[config.mk]
export PLATFORM = sky130hd
export DESIGN_NAME = sfna_datapath
export DESIGN_NICKNAME = d
export VERILOG_FILES = /design/src/rtl/sfna_pkg.sv /design/src/rtl/sfna_ram.sv /design/src/rtl/sfna_datapath.sv
export SDC_FILE = /design/constraint.sdc
export NUM_CORES = 1
export LEC_CHECK = 0
export BUFFER_PORTS_ARGS = -buffer_cell sky130_fd_sc_hd__buf_2
export CAP_MARGIN = 20
export CORE_UTILIZATION = 60
export DETAILED_ROUTE_END_ITERATION = 6
export PLACE_DENSITY_LB_ADDON = 0.2
export SLEW_MARGIN = 10
export SYNTH_ARGS = -nofsm -noshare
export SYNTH_HDL_FRONTEND = slang
export SYNTH_SLANG_ARGS = --single-unit
[constraint.sdc]
create_clock -name clk_i -period 5.08 [get_ports clk_i]
set_clock_uncertainty 0.2 [all_clocks]
set_input_delay 0.508 -clock clk_i [delete_from_list [all_inputs] [get_ports clk_i]]
set_output_delay 0.508 -clock clk_i [all_outputs]
set_load 0.01 [all_outputs]
[src/rtl/sfna_pkg.sv]
// ----------------------------------------------------------------------------
// sfna_pkg
// Shared constants, codes and controller/datapath interface types for the
// lowest-free-number allocator.
// ----------------------------------------------------------------------------
`default_nettype none

package sfna_pkg;

  // number range is 1 .. SIZE-1
  localparam int SIZE   = 1024;
  localparam int NUM_W  = 10;
  // free bitmap is held as rows of WORD_W bits
  localparam int WORD_W = 32;
  localparam int ROWS   = SIZE / WORD_W;
  localparam int ROW_W  = $clog2(ROWS);
  localparam int BIT_W  = $clog2(WORD_W);

  typedef enum logic {
    CMD_POP = 1'b0,
    CMD_ADD = 1'b1
  } cmd_e;

  typedef enum logic [1:0] {
    ST_IDLE,
    ST_POP_RMW,
    ST_SCAN,
    ST_ADD_WR
  } state_e;

  // controller -> datapath
  typedef struct packed {
    logic rd_lowest;   // read row of lowest free number, latch it as the pick
    logic rd_num;      // read row of the returned number, latch its bit index
    logic rd_next;     // read the next row up
    logic wr_clear;    // write back current row with picked bit cleared
    logic wr_set;      // write back current row with returned bit set
    logic mask_low;    // ignore bits at or below the picked bit
    logic set_hit;     // lowest free <= hit found in current row
    logic set_none;    // no free number left
    logic add_update;  // pointer update for an add-back
    logic emit_got;    // result: picked number
    logic emit_empty;  // result: empty
  } ctl_t;

  // datapath -> controller
  typedef struct packed {
    logic none_free;
    logic num_ok;
    logic hit;
    logic last_row;
  } sts_t;

endpackage

`default_nettype wire

[src/rtl/sfna_ram.sv]
// ----------------------------------------------------------------------------
// sfna_ram
// Generic single-write, single-read RAM with registered read data.
// ----------------------------------------------------------------------------
`default_nettype none

module sfna_ram #(
  parameter int WIDTH = 32,
  parameter int DEPTH = 32
) (
  input  wire logic                     clk_i,
  input  wire logic                     we_i,
  input  wire logic [$clog2(DEPTH)-1:0] waddr_i,
  input  wire logic [WIDTH-1:0]         wdata_i,
  input  wire logic                     re_i,
  input  wire logic [$clog2(DEPTH)-1:0] raddr_i,
  output logic      [WIDTH-1:0]         rdata_o
);

  logic [WIDTH-1:0] mem_q [DEPTH];
  logic [WIDTH-1:0] rdata_q;

  always_ff @(posedge clk_i) begin
    if (we_i) begin
      mem_q[waddr_i] <= wdata_i;
    end
    if (re_i) begin
      rdata_q <= mem_q[raddr_i];
    end
  end

  assign rdata_o = rdata_q;

endmodule

`default_nettype wire

[src/rtl/sfna_datapath.sv]
// ----------------------------------------------------------------------------
// sfna_datapath
// Free bitmap rows in RAM with per-row valid bits, lowest-free pointer,
// row scanner with priority encoder, and result registers.
// ----------------------------------------------------------------------------
`default_nettype none

module sfna_datapath
  import sfna_pkg::*;
(
  input  wire logic                  clk_i,
  input  wire logic                  rst_ni,
  input  wire sfna_pkg::ctl_t        ctl_i,
  output sfna_pkg::sts_t             sts_o,
  input  wire logic [sfna_pkg::NUM_W-1:0] number_i,
  output logic [sfna_pkg::NUM_W-1:0] allocated_o,
  output logic                       empty_res_o,
  output logic                       valid_o
);

  logic [NUM_W-1:0]  lowest_q, lowest_d;
  logic              none_q, none_d;
  logic [NUM_W-1:0]  got_q;
  logic [BIT_W-1:0]  number_q;
  logic [ROW_W-1:0]  rd_row_q;
  logic [ROWS-1:0]   row_valid_q;
  logic [NUM_W-1:0]  alloc_q;
  logic              empty_q;
  logic              valid_q;

  logic              re;
  logic [ROW_W-1:0]  rd_addr;
  logic [WORD_W-1:0] ram_rdata;
  logic [WORD_W-1:0] eff_row;
  logic [WORD_W-1:0] scan_row;
  logic [WORD_W-1:0] wdata;
  logic              we;
  logic [BIT_W-1:0]  wr_bit;
  logic [BIT_W-1:0]  hit_idx;
  logic              hit;

  assign re = ctl_i.rd_lowest | ctl_i.rd_num | ctl_i.rd_next;
  assign we = ctl_i.wr_clear | ctl_i.wr_set;

  always_comb begin
    if (ctl_i.rd_lowest) begin
      rd_addr = lowest_q[BIT_W +: ROW_W];
    end else if (ctl_i.rd_num) begin
      rd_addr = number_i[BIT_W +: ROW_W];
    end else begin
      rd_addr = rd_row_q + ROW_W'(1);
    end
  end

  sfna_ram #(
    .WIDTH (WORD_W),
    .DEPTH (ROWS)
  ) u_map_ram (
    .clk_i   (clk_i),
    .we_i    (we),
    .waddr_i (rd_row_q),
    .wdata_i (wdata),
    .re_i    (re),
    .raddr_i (rd_addr),
    .rdata_o (ram_rdata)
  );

  // a row never written reads as all free through its per-row valid bit
  assign eff_row = row_valid_q[rd_row_q] ? ram_rdata : '1;

  always_comb begin
    for (int i = 0; i < WORD_W; i++) begin
      scan_row[i] = eff_row[i] & (!ctl_i.mask_low || (BIT_W'(i) > got_q[BIT_W-1:0]));
    end
  end

  // lowest set bit of the scanned row
  always_comb begin
    hit_idx = '0;
    for (int i = WORD_W - 1; i >= 0; i--) begin
      if (scan_row[i]) begin
        hit_idx = BIT_W'(i);
      end
    end
  end

  assign hit = |scan_row;

  always_comb begin
    wr_bit = ctl_i.wr_set ? number_q : got_q[BIT_W-1:0];
    wdata = eff_row;
    wdata[wr_bit] = ctl_i.wr_set;
  end

  always_comb begin
    lowest_d = lowest_q;
    none_d   = none_q;
    if (ctl_i.add_update) begin
      if (none_q || (number_i < lowest_q)) begin
        lowest_d = number_i;
        none_d   = 1'b0;
      end
    end else if (ctl_i.set_hit) begin
      lowest_d = NUM_W'({rd_row_q, hit_idx});
    end else if (ctl_i.set_none) begin
      none_d = 1'b1;
    end
  end

  always_ff @(posedge clk_i or negedge rst_ni) begin
    if (!rst_ni) begin
      lowest_q    <= NUM_W'(1);
      none_q      <= 1'b0;
      row_valid_q <= '0;
      valid_q     <= 1'b0;
    end else begin
      lowest_q <= lowest_d;
      none_q   <= none_d;
      if (we) begin
        row_valid_q[rd_row_q] <= 1'b1;
      end
      valid_q <= ctl_i.emit_got | ctl_i.emit_empty;
    end
  end

  always_ff @(posedge clk_i) begin
    if (re) begin
      rd_row_q <= rd_addr;
    end
    if (ctl_i.rd_lowest) begin
      got_q <= lowest_q;
    end
    if (ctl_i.rd_num) begin
      number_q <= number_i[BIT_W-1:0];
    end
    if (ctl_i.emit_got) begin
      alloc_q <= got_q;
      empty_q <= 1'b0;
    end else if (ctl_i.emit_empty) begin
      alloc_q <= '0;
      empty_q <= 1'b1;
    end
  end

  assign sts_o.none_free = none_q;
  assign sts_o.num_ok    = (number_i != '0) && (32'(number_i) < SIZE);
  assign sts_o.hit       = hit;
  assign sts_o.last_row  = (rd_row_q == ROW_W'(ROWS - 1));

  assign allocated_o = alloc_q;
  assign empty_res_o = empty_q;
  assign valid_o     = valid_q;

endmodule

`default_nettype wire

Word level (Yosys, flattened, before mapping)
Memories as Yosys holds them, arrays and structs flattened. A register that Yosys moved wholly into a read port is not among the register bits.
Cells that the tools add are included.
Widths: inputs -> output; s select.
{"block": "totals", "register_bits": 75, "ram_bits": 1024, "input_bits": 23, "out_inout_bits": 16, "word_cells": 185, "n_memories": 1}
{"memory": "u_map_ram.mem_q", "depth": 32, "width": 32, "rd": 1, "rd_clocked_by_memory_dff": 1, "wr": 1, "line": "sfna_ram.sv:20", "source": "logic [WIDTH-1:0] mem_q [DEPTH];"}
{"block": "classes", "addsub": 1, "n_lt_le_gt_ge": 37, "eq_ne": 3, "mux": 54, "bitwise": 37, "n_reduce_logical": 43}
{"operator": "$mux 5", "n": 35}
{"operator": "$gt 5x5->1 const A", "n": 16}
{"operator": "$mux 10", "n": 5}
{"operator": "$gt 4x5->1 const A", "n": 8}
{"operator": "$logic_or 1x1->1", "n": 33}
{"operator": "$and 1x1->1", "n": 32}
{"operator": "$bwmux 32", "n": 1}
{"operator": "$mux 32", "n": 1}
{"operator": "$or 32x32->32", "n": 1}
{"operator": "$reduce_or 32->1", "n": 1}
{"operator": "$gt 3x5->1 const A", "n": 4}
{"operator": "$lt 5x6->1 const B", "n": 2}
{"operator": "$demux 1 s5", "n": 2}
{"operator": "$ge 5x1->1 const B", "n": 2}
{"operator": "$gt 1x5->1 const A", "n": 2}
{"operator": "$gt 2x5->1 const A", "n": 2}
{"operator": "$lt 10x10->1", "n": 1}
{"operator": "$reduce_bool 10->1", "n": 1}
{"operator": "$mux 1", "n": 9}
{"operator": "$reduce_bool 2->1", "n": 3}
{"operator": "$add 5x1->5 const B", "n": 1}
{"operator": "$bmux 1 s5", "n": 1}
{"operator": "$eq 5x5->1 const B", "n": 1}
{"operator": "$or 1x1->1", "n": 4}
{"operator": "6 further kinds", "n": 7}

Logic depth before layout (Yosys ltp)
{"block": "logic_depth", "depth_word": 38, "depth_mapped": 14, "ltp_nobuf": 11}

Hierarchy
Synthesis repeated with hierarchy kept, for this count alone.
{"block": "hier_totals", "cells_unflattened": 2867, "hier_area_um2": 46126.7}
{"module": "sfna_ram", "instances": 1, "cells_each": 2260, "area_each_um2": 40805.4, "seq_area_each_um2": 31710.4}
{"module": "sfna_datapath", "instances": 1, "cells_each": 607, "area_each_um2": 5321.4, "seq_area_each_um2": 2023.2}

Least setup slack after synthesis
Ideal clock, no wire load.
{"block": "synth_timing", "path_type": "input -> register", "from": "input port ctl_i[6] (netlist bit)", "to": "memory u_map_ram.mem_q[4][0], enable pin", "setup_ns": 0.463, "arrival_ns": 3.605, "required_time_ns": 4.417, "path_slack_ns": 0.813, "path_stages": 4, "n_path_buf": 2, "cell_sequence": "clkbuf_1 clkbuf_1 o21ai_1 nor3_1"}
{"block": "synth_between", "elab_chain_len": 3}
{"element": "from (decl)", "line": "sfna_datapath.sv:13", "source": "input wire sfna_pkg::ctl_t ctl_i,"}
{"element": "$or 1x1->1", "line": "sfna_datapath.sv:43", "source": "assign we = ctl_i.wr_clear | ctl_i.wr_set;"}
{"element": "$mux 1", "line": "sfna_ram.sv:24", "source": "if (we_i) begin"}
{"element": "$mux 1 (implied by the code)", "line": "sfna_ram.sv:25", "source": "mem_q[waddr_i] <= wdata_i;"}
{"element": "to (decl)", "line": "sfna_ram.sv:20"}
Every way passes these cells.

==> impl_metrics.py <==
metrics = {
    "run_status": {
        "status": "finished, final reports clean",
    },
    "routing": {
        "drtAntennaViolNets": 0,
        "routed_via_density": 6.67,
        "drtIter0Drc": 2922,
        "drc": 0,
        "dr.pass1.iters": 6,
        "num_vias": 25000,
        "wl_um": 117000,
        "wl_per_cell_um": 31.3,
    },
    "cts": {
        "root_buffer": "clkbuf_16",
        "clk_pin_slew_worst_paths_ns": 0.06,
        "cts_buffers": 108,
        "clock-sinks": 1131,
        "cts_tree": "done",
        "clockBufferDepth": 3,
        "clkLatencyLatePin_ns": 0.68,
        "htree_num_levels": 3,
    },
    "power_and_ir_drop": {
        "p_seq_share_pct": 48.4,
        "power.switching_mw": 7.77,
        "ir_worst_vdd_uv": 361,
        "power.share.combinational_pct": 22.3,
        "power.density_mw_per_mm2": 520,
        "clockPowerShare_pct": 29.3,
        "power.leakage_nw": 16.8,
        "p_int_mw": 19.0,
        "swShare_pct": 29.1,
    },
    "setup_path": {
        "crit_fanout": 14,
        "ff2ff_path_depth": 10,
        "arrival_ns": 4.13,
        "worstSetupStartpointType": "flip-flop",
        "required_ns": 4.37,
        "critical_path_class": "flip-flop to output port",
        "endpoint_kind": "output port",
    },
    "sta": {
        "fin_crit_sh_pct": 95.3,
        "worstMarginPinSlew_ns": 1.13,
        "slew_headroom_pct": 24.9,
        "tns_ns": 0,
        "fmax_mhz": 207,
        "drv_slew": 0,
        "period_minus_slack_ns": 4.84,
        "hold_viol": 0,
        "setup_viol": 0,
        "grt_setup_unrepaired": "no",
    },
    "yosys": {
        "post-synth-top-count-cell": "edfxtp_1",
        "synth_compound_area_share_pct": 3.60,
        "synthMuxAreaShare_pct": 13.4,
        "synthesis.nets": 2578,
        "synthAdderAreaFrac_pct": 0.386,
        "netlist_area_mm2": 0.0453,
        "synth_edf_count": 1086,
        "synth_top_family_by_area": "multiplexers",
        "postSynthCellCount": 2541,
        "async_flop_share_pct": 3.89,
        "synth_area_per_cell_um2": 17.8,
        "synthFlopType": "edfxtp_1",
        "ys_top_cells_by_count": "edfxtp_1, nand2_1, mux4_2",
        "synth_area_leaders": "edfxtp_1, mux4_2, nand2_1, dfrtp_1, o21ai_0",
        "yosys.cell_types.count": 76,
        "ys_seq_area_share_pct": 74.4,
        "synthSimpleGateAreaFrac_pct": 6.56,
        "synth_top_area_share_pct": 71.9,
        "yosysTopAreaCell": "edfxtp_1",
        "synth-seq-cells": 1131,
        "ys.warnings.count": 0,
        "synth-xor-area-share_pct": 0.0386,
    },
    "cells_and_area": {
        "drive_gt1_share_pct": 25.1,
        "final_cell_count_no_fill": 3746,
        "utilization_pct": 69.0,
        "layout.nets": 2727,
        "final.fill_count": 4729,
        "syn2layout_area_growth_pct": 13.5,
    },
    "floorplan": {
        "core-area_mm2": 0.0746,
        "ioPinCount": 39,
        "start_util_pct": 60.8,
        "die-area_mm2": 0.0767,
        "die_w_um": 277,
        "rows": 100,
        "die_height_um": 277,
    },
    "global_routing": {
        "grt_usage_pct": 31.3,
        "grt_pass1_wl_um": 171000,
        "grt_pass1_vias": 25000,
        "grt_max_degree": 85,
        "overflow": 0,
        "antenna_found_initial": 2,
    },
    "place": {
        "hpwl_um": 67000,
        "numPlacedInstances": 3526,
        "port_buffers": 38,
        "gp_congestion": 0.956,
    },
    "flow_run": {
        "max-cap-violations": 0,
    },
    "min_path": {
        "hp-class": "input pin to flip-flop",
        "hold_depth": 1,
    },
}
per-layer routing:
metal	GRT usage [%]	vias to the layer above	routed length, µm
met1	44.0	13100	46000
met5	0	-	0
met3	4.29	266	9050
li1	-	10400	-
met2	50.1	1258	57200
met4	13.1	0	4960
cell type report:
| class | count | area [µm²] | area share, % |
|---|---|---|---|
| antenna | 1 | 2.50 | 0.00486 |
| inverter | 28 | 108 | 0.209 |
| timing repair buffer | 185 | 1640 | 3.19 |
| clock inverter | 60 | 573 | 1.11 |
| sequential | 1131 | 33700 | 65.6 |
| clock buffer | 136 | 2870 | 5.58 |
| multi-input combinational | 1236 | 11300 | 22.0 |
| tap | 969 | 1210 | 2.36 |
cells by family after synthesis:
kind of cell,count (synthesis)
buffers and inverters,174
flip-flops,1131
XOR/XNOR,2
multiplexers,284
AND/OR/NAND/NOR,677
adder cells (fa/ha/maj),14
AO/OA/AOI/OAI,259
path summary, 6_finish.rpt:
check / start / endpoint / slack [ns]
worst max register to register: rd_row_q[2] / lowest_q[4] / 1.28
min in group asynchronous: rst_ni / none_q / 0.04
worst max-delay path: rd_row_q[2] / sts_o[1] / 0.24
worst min-delay path: ctl_i[9] / number_q[1] / 0.03
max in group asynchronous: rst_ni / lowest_q[0] / 4.07
worst min register to register: lowest_q[4] / got_q[4] / 0.24
metrics by stage:
stage	hold WS (ns)	instance area (µm²)	total power, mW	worst slack, ns
final	0.0336	51400	26.7	0.240
after global routing	0.0251	51400	27.7	0.0620
after CTS	0.00879	51300	26.7	0.0701
after detailed placement	0.237	47700	19.0	0.780
after global placement	0.233	47700	18.8	0.834
after floorplan	0.0124	45300	16.6	0.813
what timing repair did:
item / 4_1_cts / 5_1_grt
setup buffers: 0 / 11
resized for setup: 0 / 4
endpoints found under the setup margin: 0 / 1
endpoints found under the hold margin: 52 / 0
hold buffers: 10 / 0
power by group through the flow:
stage                     combinational, mW  clock, mW  sequential (mW)
final                                  5.97       7.83             12.9
after global routing                   6.44       8.23             13.0
after CTS                              5.90       7.89             12.9
after detailed placement               5.87          0             13.1
after global placement                 5.69          0             13.1
after floorplan                        3.73          0             12.9
sequential cells by signal (all words and copies together) (netlist names), 5 cells and up:
signal,flops
allocated_o,10
got_q,10
lowest_q,10
number_q,5
rd_row_q,5
row_valid_q,32
u_map_ram.mem_q,1024
u_map_ram.rdata_o,32
critical path: stages (launching register included):
cell      delay, ns
edfxtp_1       0.59
or3b_1         0.65
nor3_1         0.25
a41oi_1        0.10
o2111a_1       0.35
o21a_1         0.28
or3_1          0.37
nor4_1         0.43
nand2_1        0.25
buf_2          0.21
placed cells by master (no fill, tap or decap), types with 16 or more instances in the layout:
cell type,count
edfxtp_1,1086
nand2_1,374
mux4_2,258
buf_4,111
clkbuf_16,110
o21ai_0,89
nand3_1,82
nor2_1,56
dfrtp_1,43
buf_2,38
o211ai_1,33
or2_2,33
nor3_1,29
a21oi_1,28
nor2_4,28
inv_1,27
clkinv_1,26
buf_12,25
clkbuf_1,24
mux2i_1,23
a21oi_2,18
and2_1,16
clkinv_2,16
Power figures use the tool's default switching activity.
