[config.mk]
export PLATFORM = sky130hd
export DESIGN_NAME = sfna_ctrl
export DESIGN_NICKNAME = d
export VERILOG_FILES = /design/src/rtl/sfna_pkg.sv /design/src/rtl/sfna_ctrl.sv
export SDC_FILE = /design/constraint.sdc
export NUM_CORES = 1
export LEC_CHECK = 0
export ABC_AREA = 1
export BUFFER_PORTS_ARGS = -buffer_cell sky130_fd_sc_hd__buf_2
export CORE_AREA = 4 4 41 43
export CTS_BUF_LIST = sky130_fd_sc_hd__clkbuf_2 sky130_fd_sc_hd__clkbuf_4 sky130_fd_sc_hd__clkbuf_8
export DETAILED_ROUTE_END_ITERATION = 16
export DIE_AREA = 0 0 45 47
export HOLD_SLACK_MARGIN = 0.08
export SLEW_MARGIN = 10
export SYNTH_ARGS = -nofsm -noshare
export SYNTH_HDL_FRONTEND = slang
export SYNTH_SLANG_ARGS = --single-unit
[constraint.sdc]
create_clock -name clk_i -period 3.25 [get_ports clk_i]
set_clock_uncertainty 0.1 [all_clocks]
set_input_delay 0.975 -clock clk_i [delete_from_list [all_inputs] [get_ports clk_i]]
set_output_delay 0.975 -clock clk_i [all_outputs]
set_load 0.1 [all_outputs]
[src/rtl/sfna_pkg.sv]
// ----------------------------------------------------------------------------
// sfna_pkg
// Shared constants, codes and controller/datapath interface types for the
// lowest-free-number allocator.
// ----------------------------------------------------------------------------
`default_nettype none

package sfna_pkg;

  // number range is 1 .. SIZE-1
  localparam int SIZE   = 1024;
  localparam int NUM_W  = 10;
  // free bitmap is held as rows of WORD_W bits
  localparam int WORD_W = 32;
  localparam int ROWS   = SIZE / WORD_W;
  localparam int ROW_W  = $clog2(ROWS);
  localparam int BIT_W  = $clog2(WORD_W);

  typedef enum logic {
    CMD_POP = 1'b0,
    CMD_ADD = 1'b1
  } cmd_e;

  typedef enum logic [1:0] {
    ST_IDLE,
    ST_POP_RMW,
    ST_SCAN,
    ST_ADD_WR
  } state_e;

  // controller -> datapath
  typedef struct packed {
    logic rd_lowest;   // read row of lowest free number, latch it as the pick
    logic rd_num;      // read row of the returned number, latch its bit index
    logic rd_next;     // read the next row up
    logic wr_clear;    // write back current row with picked bit cleared
    logic wr_set;      // write back current row with returned bit set
    logic mask_low;    // ignore bits at or below the picked bit
    logic set_hit;     // lowest free <= hit found in current row
    logic set_none;    // no free number left
    logic add_update;  // pointer update for an add-back
    logic emit_got;    // result: picked number
    logic emit_empty;  // result: empty
  } ctl_t;

  // datapath -> controller
  typedef struct packed {
    logic none_free;
    logic num_ok;
    logic hit;
    logic last_row;
  } sts_t;

endpackage

`default_nettype wire

[src/rtl/sfna_ctrl.sv]
// ----------------------------------------------------------------------------
// sfna_ctrl
// Command sequencer: pop read-modify-write and upward row scan, add-back
// read-modify-write.
// ----------------------------------------------------------------------------
`default_nettype none

module sfna_ctrl
  import sfna_pkg::*;
(
  input  wire logic           clk_i,
  input  wire logic           rst_ni,
  input  wire logic           start,
  input  wire logic           command_i,
  input  wire sfna_pkg::sts_t sts_i,
  output sfna_pkg::ctl_t      ctl_o,
  output logic                busy
);

  state_e state_q, state_d;

  always_ff @(posedge clk_i or negedge rst_ni) begin
    if (!rst_ni) begin
      state_q <= ST_IDLE;
    end else begin
      state_q <= state_d;
    end
  end

  always_comb begin
    state_d = state_q;
    ctl_o   = '0;
    case (state_q)
      ST_IDLE: begin
        if (start) begin
          if (cmd_e'(command_i) == CMD_POP) begin
            if (sts_i.none_free) begin
              ctl_o.emit_empty = 1'b1;
            end else begin
              ctl_o.rd_lowest = 1'b1;
              state_d = ST_POP_RMW;
            end
          end else if (sts_i.num_ok) begin
            ctl_o.add_update = 1'b1;
            ctl_o.rd_num     = 1'b1;
            state_d = ST_ADD_WR;
          end
        end
      end
      ST_POP_RMW, ST_SCAN: begin
        ctl_o.wr_clear = (state_q == ST_POP_RMW);
        ctl_o.mask_low = (state_q == ST_POP_RMW);
        if (sts_i.hit) begin
          ctl_o.set_hit  = 1'b1;
          ctl_o.emit_got = 1'b1;
          state_d = ST_IDLE;
        end else if (sts_i.last_row) begin
          ctl_o.set_none = 1'b1;
          ctl_o.emit_got = 1'b1;
          state_d = ST_IDLE;
        end else begin
          ctl_o.rd_next = 1'b1;
          state_d = ST_SCAN;
        end
      end
      ST_ADD_WR: begin
        ctl_o.wr_set = 1'b1;
        state_d = ST_IDLE;
      end
      default: begin
        state_d = ST_IDLE;
      end
    endcase
  end

  assign busy = (state_q != ST_IDLE);

endmodule

`default_nettype wire

**Word-level counts from Yosys, hierarchy flattened**

Cells that the tools add are included.

- Flip-flop bits (word level): 2
- Input port bits: 8
- Output and inout port bits: 12
- Logic and storage cells: 40

- Equal/unequal tests: 6
- Muxes and demuxes: 29
- Reductions and logical operators: 4

Operators by type and width:

| cell | count |
|---|---|
| two-way mux 1 bit | 18 |
| two-way mux 2 bit | 9 |
| inequality test 3 bit, second input constant | 2 |
| case mux 2 bit (3 select lines) | 1 |
| == test 2 bit, second input constant | 2 |
| two-way mux 3 bit | 1 |
| AND reduction 3 bit | 1 |
| == test 2 x 1 -> 1 bit, second input constant | 1 |
| zero test 2 bit | 1 |
| inequality test 2 bit, second input constant | 1 |
| nonzero test 2 bit | 1 |
| OR reduction 2 bit | 1 |

**Logic depth before layout (Yosys ltp)**

Gate-level depths: netlist of the first run.

- Depth after elaboration: 4
- Depth in mapped cells: 7
- Gate-level depth less buffers: 7

**Least setup slack after synthesis of the first run**

Ideal clock, no wire load.

- Kind: input-to-output
- From: input start
- To: output ctl_o[10] (netlist bit)
- Data arrival time: 3.099 ns
- Data required time: 2.175 ns
- Path slack: -0.924 ns
- Stages: 2
- Path buffers: 0
- Path through: inv_1 -> nor3_1

RTL lines:

| element | line | RTL |
|---|---|---|
| start: declaration | sfna_ctrl.sv:13 | `input wire logic start,` |
| end: declaration | sfna_ctrl.sv:16 | `output sfna_pkg::ctl_t ctl_o,` |

==> summary.md, run 1 <==
| Metric | Value |
|---|---|
| Run status | completed |
| Area delta synth->final | 55.3% |
| Setup crit end kind | output pin |
| RSZ-0062 raised after global routing | no |
| GRT Overall Usage | 6.80% |
| CTS HTree Levels | 1 |
| Number of flip-flops under the largest register name | 2 |
| Synthesized flop and latch total | 2 |
| CTS resizes | 0 |
| First-pass GRT wire length | 1080 um |
| Fillers | 156 |
| Final WL | 631 um |
| Total number of vias | 312 |
| Sum Neg Setup Slack | 0 ns |
| DR iter-0 viols | 4 |
| Drt drc | 0 |
| Period utilization | 87.5% |
| Ys flop type | dfrtp_1 |
| CTS tree | yes |
| Post-synth EDFFs | 0 |
| DRT antenna net count | 0 |
| Die Span X | 45 um |
| Clk buf depth | 2 |
| Worst Max-Slew Pin Slew | 0.487 ns |
| Row cnt | 13 |
| Nets@finish | 79 |
| CTS root buf | clkbuf_4 |
| DR pass1 iterations | 5 |
| Relative slew slack | 67.7% |
| MaxCap Viol Count | 0 |
| Layout cell share with drive strength beyond 1 | 46.2% |
| Non-Filler Instances | 80 |
| Clk Latency, worst-skew pair | 0.22 ns |
| List of most frequent post-synthesis cells | 14 x nand2_1, 7 x inv_1, 7 x nor2_1, 4 x ha_1 |
| Die area | 0.00212 mm2 |
| Starting Density | 20.9% |
| Area of the mapped netlist | 272 um2 |
| Top-count cell post-synth | nand2_1 |
| Synth top area share | 19.4% |
| Leading registers by flop count | state_q: 2 flops |
| Largest net degree at the start of global routing | 6 |
| Clk sinks | 2 |
| Setup violations, final | 0 |
| Cells along the critical path | buf_2, inv_2, nand3_2, nor2_2, buf_2 |
| Slowest cell delay on critical path | 0.42 ns |
| CP top delay family | buffers and inverters |
| Ys Warns | 0 |
| CP Data Required Time | 2.17 ns |
| Crit path buf inv count | 3 |
| Max-slew violations | 0 |
| Number of cells after detailed placement | 77 |
| Max Fclk | 0.352 GHz |
| Min-Delay Path Class | flop to flop |
| Synth async-reset ratio | 100% |
| Core footprint | 0.00130 mm2 |
| Initial antenna violation count | 0 |
| Drt via density | 3.90 |
| IO Pins | 20 |
| Sequential fraction of the synthesis area | 18.4% |
| # diodes | 0 |
| Startpoint Class | input pin |
| CTS Buf Count | 3 |
| Top reg by flops | state_q |
| Cts hold-fix bufs | 0 |
| Most used cell, CP | buf_2 |
| Cell variety after synth | 12 |
| Die Y | 47 um |
| Syn Nets | 57 |
| Post-route minimum period | 2.84 ns |
| WP data arrival | 1.77 ns |
| Setup Buffers After CTS | 0 |
| Average wire per cell in the routed design | 7.89 um |
| Worst-path clk slew | 0.03 ns |
| Post-synthesis cell count | 45 |
| Syn Area/Cell | 6.03 um2 |
| Reg2reg setup slack | 1.94 ns |
| Final Hold Vio Count | 0 |
| Port Buffer Count | 19 |
| Global route total overflow | 0 |
| HPWL after detailed placement | 560 um |
| Top cells by area, synth | nand2_1 19%, dfrtp_1 18%, ha_1 18%, inv_1 9.7%, nor2_1 9.7% |
| Vias in the first global route | 273 |
| Largest area contributor in the netlist | nand2_1 |
| Placer Congestion | 0.603 |
| Critical path class | input pin to output pin |
| Worst-path fanout max | 4 |
| Worst path slowest cell | buf_2 |
[final cells by class]
| type | instances | area, um2 | area share (%) |
|---|---|---|---|
| clock buffers | 3 | 22.5 | 5.34 |
| multi-input cells | 32 | 201 | 47.8 |
| well taps | 15 | 18.8 | 4.45 |
| inverters | 9 | 33.8 | 8.01 |
| repair buffers | 19 | 95.1 | 22.6 |
| flip-flops and latches | 2 | 50.0 | 11.9 |
[per-stage QoR]
stage               hold slack [ns]  setup slack (ns)  utilization, %  instance area [um2]
floorplan                     0.374           -0.0911               -                  300
global placement              0.411             0.408            30.7                  399
detailed placement            0.415             0.398            30.7                  399
CTS                           0.422             0.397            32.4                  422
global route                  0.423             0.348            32.4                  422
finish                        0.410             0.406            32.4                  422
[cell families (layout without fill, tap and decap cells)]
kind of cell	count (synthesis)	count (layout)	synth area share, %
AND/OR/NAND/NOR	28	28	45.2
buffers and inverters	11	31	18.0
adder cells (fa/ha/maj)	4	4	18.4
flip-flops	2	2	18.4
[per-layer routing]
layer / track usage (%) / wire, um / vias to the layer above / share of wire, %
li1: - / - / 174 / -
met5: 0 / 0 / - / 0
met3: 1.53 / 69 / 0 / 11
met4: 3.51 / 0 / 0 / 0
met1: 8.88 / 284 / 124 / 45
met2: 10.5 / 277 / 14 / 44
[placed cells by master, fill, tap and decap left out]
cell type  count
nor2_1         4
nor3_4         1
inv_2          2
nand3_2        1
clkbuf_4       3
buf_2         19
nor2_4         1
nand3b_1       1
inv_1          7
ha_1           4
nor3_2         1
dfrtp_1        2
nor2_2         2
nand2_1       14
nand4_1        1
nand3_1        2
[path summary, 6_finish.rpt]
check                           startpoint    endpoint  cells past startpoint
worst min-delay path            state_q[1]  state_q[1]                      2
worst max-delay path             command_i    ctl_o[0]                      5
max in group asynchronous           rst_ni  state_q[0]                      1
worst max register to register  state_q[1]  state_q[1]                      7
worst min register to register  state_q[1]  state_q[1]                      2
min in group asynchronous           rst_ni  state_q[1]                      1
[worst register-to-register path: stages, from the launching register on]
cell,delay [ns]
dfrtp_1,0.38
inv_1,0.11
ha_1,0.26
nand3_2,0.15
inv_2,0.07
nor2_1,0.04
nand2_1,0.05
nand2_1,0.05
Power of run 1 is left out: the tool's default activity adds up to more than one toggle a clock period on the data nets, which glitch-free logic cannot reach.
==> run 2: changes to the inputs <==
Settings changed: PLACE_DENSITY_LB_ADDON set to 0.2.
==> run 2 against run 1 <==
Non-clock buffer count unchanged. First-iteration DRC count fell by 50%. Die area did not move. Utilization is the same. Design area did not move. Count of clock-buffer cells in the layout is the same. Sequential share of layout area unchanged. Critical path depth did not move. Worst setup slack about the same. Global-route usage rose by 0.16 points. Critical endpoint unchanged.
==> summary.md, run 2 (same netlist as run 1, synthesis figures left out) <==
| Metric | Value |
|---|---|
| Final WL | 618 um (-2.1%) |
| Levels on crit path | 5 (unchanged) |
| Row cnt | 13 (unchanged) |
| Starting Density | 20.9% (unchanged) |
| Setup crit end kind | output pin |
| RSZ-0062 raised after global routing | no |
| Global route total overflow | 0 (unchanged) |
| Die Span X | 45 um (unchanged) |
| CP Data Required Time | 2.17 ns (about the same) |
| Setup WS post-layout | 0.406 ns (+0.000438 ns) |
| Worst-path fanout max | 4 (unchanged) |
| Cts hold-fix bufs | 0 (unchanged) |
| Crit Reg-Reg Endpoint | state_q[1] |
| Reg2reg setup slack | 1.94 ns (about the same) |
| HPWL after detailed placement | 543 um (-3.1%) |
| Hold path start | state_q[1] |
| Drt via density | 3.99 (+2.2%) |
| Worst setup endpoint | ctl_o[0] |
| Crit path buf inv count | 3 (unchanged) |
| Number of flip-flops under the largest register name | 2 (unchanged) |
| DR iter-0 viols | 2 (-2) |
| Commonest cells after routing, fill and taps aside | 19 x buf_2, 14 x nand2_1, 7 x inv_1 |
| CTS Buf Count | 3 (unchanged) |
| GRT Overall Usage | 6.96% (+0.16 points) |
| Final Util | 32.4% (unchanged) |
| Reg-to-Reg Start | state_q[1] |
| CTS tree | yes |
| First-pass GRT wire length | 1070 um (-0.65%) |
| Area delta synth->final | 55.3% (unchanged) |
| R2R depth | 7 (unchanged) |
| Period utilization | 87.5% (about the same) |
| Largest net degree at the start of global routing | 6 (unchanged) |
| Post-route minimum period | 2.84 ns (-0.000438 ns) |
| Drt drc | 0 (unchanged) |
| Most used cell, CP | buf_2 |
| Initial antenna violation count | 0 (unchanged) |
| Most common cell after layout, fill and taps aside | buf_2 |
| Nets@finish | 79 (unchanged) |
| Total number of vias | 319 (+2.2%) |
| Hold Worst Slack | 0.414 ns (+0.00318 ns) |
| Clk Latency, worst-skew pair | 0.22 ns (about the same) |
| CTS HTree Levels | 1 (unchanged) |
| CTS root buf | clkbuf_4 |
| IO Pins | 20 (unchanged) |
| Critical path origin | command_i |
| Vias in the first global route | 300 (+9.9%) |
| Leading registers by flop count | state_q: 2 flops |
| # diodes | 0 (unchanged) |
| MaxCap Viol Count | 0 (unchanged) |
| Final Hold Vio Count | 0 (unchanged) |
| Setup Buffers After CTS | 0 (unchanged) |
| Run status | completed |
| Startpoint Class | input pin |
| Setup violations, final | 0 (unchanged) |
| Average wire per cell in the routed design | 7.73 um (-2.1%) |
| Post-placement setup slack | 0.399 ns (+0.00176 ns) |
| Die Y | 47 um (unchanged) |
| Cells along the critical path | buf_2, inv_2, nand3_2, nor2_2, buf_2 |
| Relative slew slack | 67.6% (-0.11 points) |
| DRT antenna net count | 0 (unchanged) |
| Worst-path clk slew | 0.03 ns (about the same) |
| Worst path slowest cell | buf_2 |
| DR pass1 iterations | 4 (-1) |
| Layout cell share with drive strength beyond 1 | 46.2% (unchanged) |
| Number of cells after detailed placement | 77 (unchanged) |
| Critical path class | input pin to output pin |
| Clk buf depth | 2 (unchanged) |
| Port Buffer Count | 19 (unchanged) |
| Clk sinks | 2 (unchanged) |
| Non-Filler Instances | 80 (unchanged) |
| Max Fclk | 0.352 GHz (about the same) |
| Top reg by flops | state_q |
| Placer Congestion | 0.725 (+20%) |
| Core footprint | 0.00130 mm2 (unchanged) |
| Die area | 0.00212 mm2 (unchanged) |
| CTS resizes | 0 (unchanged) |
| Min-Delay Path Class | flop to flop |
| CP top delay family | buffers and inverters |
| Max-slew violations | 0 (unchanged) |
| WP data arrival | 1.77 ns (about the same) |
| Worst Max-Slew Pin Slew | 0.489 ns (+0.00165 ns) |
| Slowest cell delay on critical path | 0.42 ns (about the same) |
run 2: cell counts in the layout (fill, tap and decap cells not counted):
No cell type changed its count.
run 2: worst min-delay path by stage:
| stage | end | slack (ns) | depth (start not counted) |
|---|---|---|---|
| final | state_q[1] | 0.41 | 2 |
| after global routing | state_q[0] | 0.43 | 1 |
| after CTS | state_q[1] | 0.41 | 2 |
| after detailed placement | state_q[1] | 0.41 | 2 |
| after global placement | state_q[1] | 0.42 | 2 |
| after floorplan | state_q[1] | 0.37 | 2 |
run 2: routing by layer:
metal  vias up  GRT usage, %  share of wire, %
li1        176             -                 -
met1       132          8.45                39
met2        11          11.0                51
met3         0          1.15               9.7
met4         0          5.26                 0
met5         -             0                 0
run 2: through the flow:
step	area, um2	setup TNS [ns]
final	422	0
after global routing	422	0
after CTS	422	0
after detailed placement	399	0
after global placement	399	0
after floorplan	300	-0.0911
run 2: final cells by class:
cell class / count / area (um2)
clock buffers: 3 / 22.5
fillers: 148 / 880
inverters: 9 / 33.8
multi-input cells: 32 / 201
flip-flops and latches: 2 / 50.0
well taps: 15 / 18.8
repair buffers: 19 / 95.1
run 2: worst register-to-register path: stages, from the launching register on:
cell     delay [ns]
dfrtp_1        0.38
inv_1          0.10
ha_1           0.25
nand3_2        0.15
inv_2          0.06
nor2_1         0.04
nand2_1        0.05
nand2_1        0.05
Power of run 2 is left out for the same reason.
==> run 3: changes to the inputs <==
Settings changed: REMOVE_ABC_BUFFERS set to 1.
==> run 3 against run 2 <==
Utilization is 2.2 points lower. Register-to-register slack hardly changed. Non-clock buffer count stayed put. Sequential share of layout area is 0.87 points higher. Routed wire length is 7.3% higher. Largest cell class unchanged.
==> summary.md, run 3 (same netlist as run 1, synthesis figures left out) <==
| Metric | Value |
|---|---|
| Slowest cell delay on critical path | 0.43 ns (about the same) |
| Layout cell share with drive strength beyond 1 | 38.5% (-7.7 points) |
| Starting Density | 20.9% (unchanged) |
| RSZ-0062 raised after global routing | no |
| Setup WS post-layout | 0.390 ns (-0.0166 ns) |
| Non-Filler Instances | 80 (unchanged) |
| Die Y | 47 um (unchanged) |
| Clk buf depth | 2 (unchanged) |
| Initial antenna violation count | 0 (unchanged) |
| Clk sinks | 2 (unchanged) |
| Period utilization | 88.0% (+0.51 points) |
| Vias in the first global route | 294 (-2.0%) |
| FF+latch area | 50.0 um2 (unchanged) |
| CP top delay family | buffers and inverters |
| CTS resizes | 0 (unchanged) |
| Setup crit end kind | output pin |
| CTS tree | yes |
| Hold Worst Slack | 0.404 ns (-0.00993 ns) |
| Setup Buffers After CTS | 0 (unchanged) |
| Average wire per cell in the routed design | 8.29 um (+7.3%) |
| Largest net degree at the start of global routing | 6 (unchanged) |
| Number of flip-flops under the largest register name | 2 (unchanged) |
| Max Fclk | 0.350 GHz (-0.58%) |
| CP Data Required Time | 2.17 ns (about the same) |
| Most common cell after layout, fill and taps aside | buf_2 |
| Row cnt | 13 (unchanged) |
| Post-placement setup slack | 0.384 ns (-0.0154 ns) |
| Die Span X | 45 um (unchanged) |
| Final WL | 663 um (+7.3%) |
| Drt via density | 4.08 (+2.2%) |
| Worst-path clk slew | 0.03 ns (about the same) |
| DRT antenna net count | 0 (unchanged) |
| Clk Latency, worst-skew pair | 0.23 ns (about the same) |
| Leading registers by flop count | state_q: 2 flops |
| Cts hold-fix bufs | 0 (unchanged) |
| Area delta synth->final | 44.7% |
| Die area | 0.00212 mm2 (unchanged) |
| GRT Overall Usage | 6.64% (-0.33 points) |
| Fillers | 163 (+10%) |
| Total number of vias | 326 (+2.2%) |
| Worst Max-Slew Pin Slew | 0.488 ns (-0.00115 ns) |
| Nets@finish | 79 (unchanged) |
| Crit path buf inv count | 3 (unchanged) |
| DR iter-0 viols | 1 (-1) |
| Multi-input gate area | 173 um2 (-14%) |
| Number of cells after detailed placement | 77 (unchanged) |
| HPWL after detailed placement | 563 um (+3.7%) |
| Global route total overflow | 0 (unchanged) |
| Run status | completed |
| Core footprint | 0.00130 mm2 (unchanged) |
| First-pass GRT wire length | 1040 um (-3.2%) |
| Final Hold Vio Count | 0 (unchanged) |
| Drt drc | 0 (unchanged) |
| Relative slew slack | 67.7% (+0.076 points) |
| Setup violations, final | 0 (unchanged) |
| Top reg by flops | state_q |
| Min-Delay Path Class | flop to flop |
| Worst-path fanout max | 4 (unchanged) |
| Commonest cells after routing, fill and taps aside | 19 x buf_2, 14 x nand2_1, 7 x inv_1, 7 x nor2_1, 4 x ha_1 |
| Port Buffer Count | 19 (unchanged) |
| Cells along the critical path | buf_2, inv_2, nand3_2, nor2_1, buf_2 |
| Max-slew violations | 0 (unchanged) |
| IO Pins | 20 (unchanged) |
| # diodes | 0 (unchanged) |
| Placer Congestion | 0.622 (-14%) |
| Critical path class | input pin to output pin |
| Worst path slowest cell | buf_2 |
| CTS Buf Count | 3 (unchanged) |
| Startpoint Class | input pin |
| MaxCap Viol Count | 0 (unchanged) |
| Post-route minimum period | 2.86 ns (+0.0166 ns) |
| CTS root buf | clkbuf_4 |
| Most used cell, CP | buf_2 |
| WP data arrival | 1.79 ns (+0.02 ns) |
| CTS HTree Levels | 1 (unchanged) |
| DR pass1 iterations | 4 (unchanged) |
[run 3: changes by cell type in the layout (fill, tap and decap cells not counted)]
cell / delta
nor3_2: -1
nor3_4: -1
nor3_1: +2
nor2_1: +3
nor2_2: -2
nor2_4: -1
[run 3: cell type report]
type | count | area share (%)
Clock buffer | 3 | 5.73
Inverter | 9 | 8.60
Multi-Input combinational cell | 32 | 43.9
Sequential cell | 2 | 12.7
Tap cell | 15 | 4.78
Timing Repair Buffer | 19 | 24.2
[run 3: routing by layer]
metal | global-route usage (%) | part of all wire, % | wire length (um)
met5 | 0 | 0 | 0
met4 | 7.02 | 2.0 | 13
met3 | 0 | 9.5 | 63
met2 | 9.89 | 46 | 302
met1 | 8.41 | 43 | 284
[run 3: path summary, 6_finish.rpt]
| check | start | cells past startpoint | endpoint | slack, ns |
|---|---|---|---|---|
| min in group asynchronous | rst_ni | 1 | state_q[0] | 0.43 |
| setup reg to reg | state_q[0] | 7 | state_q[1] | 1.95 |
| hold / removal | state_q[1] | 2 | state_q[1] | 0.40 |
| max in group asynchronous | rst_ni | 1 | state_q[1] | 2.52 |
| setup / recovery | command_i | 5 | ctl_o[0] | 0.39 |
| hold reg to reg | state_q[1] | 2 | state_q[1] | 0.40 |
[run 3: per-stage QoR]
step           util [%]  setup TNS, ns  instance area [um2]
2_1_floorplan         -          -4.78                  256
3_3_place_gp       28.5              0                  370
3_5_place_dp       28.5              0                  370
4_1_cts            30.2              0                  393
5_1_grt            30.2              0                  393
6_report           30.2              0                  393
[run 3: worst min-delay path, stage by stage (launching register included)]
cell	delay, ns
dfrtp_1	0.35
nand2_1	0.06
nand2_1	0.05
Power of run 3 is left out for the same reason.
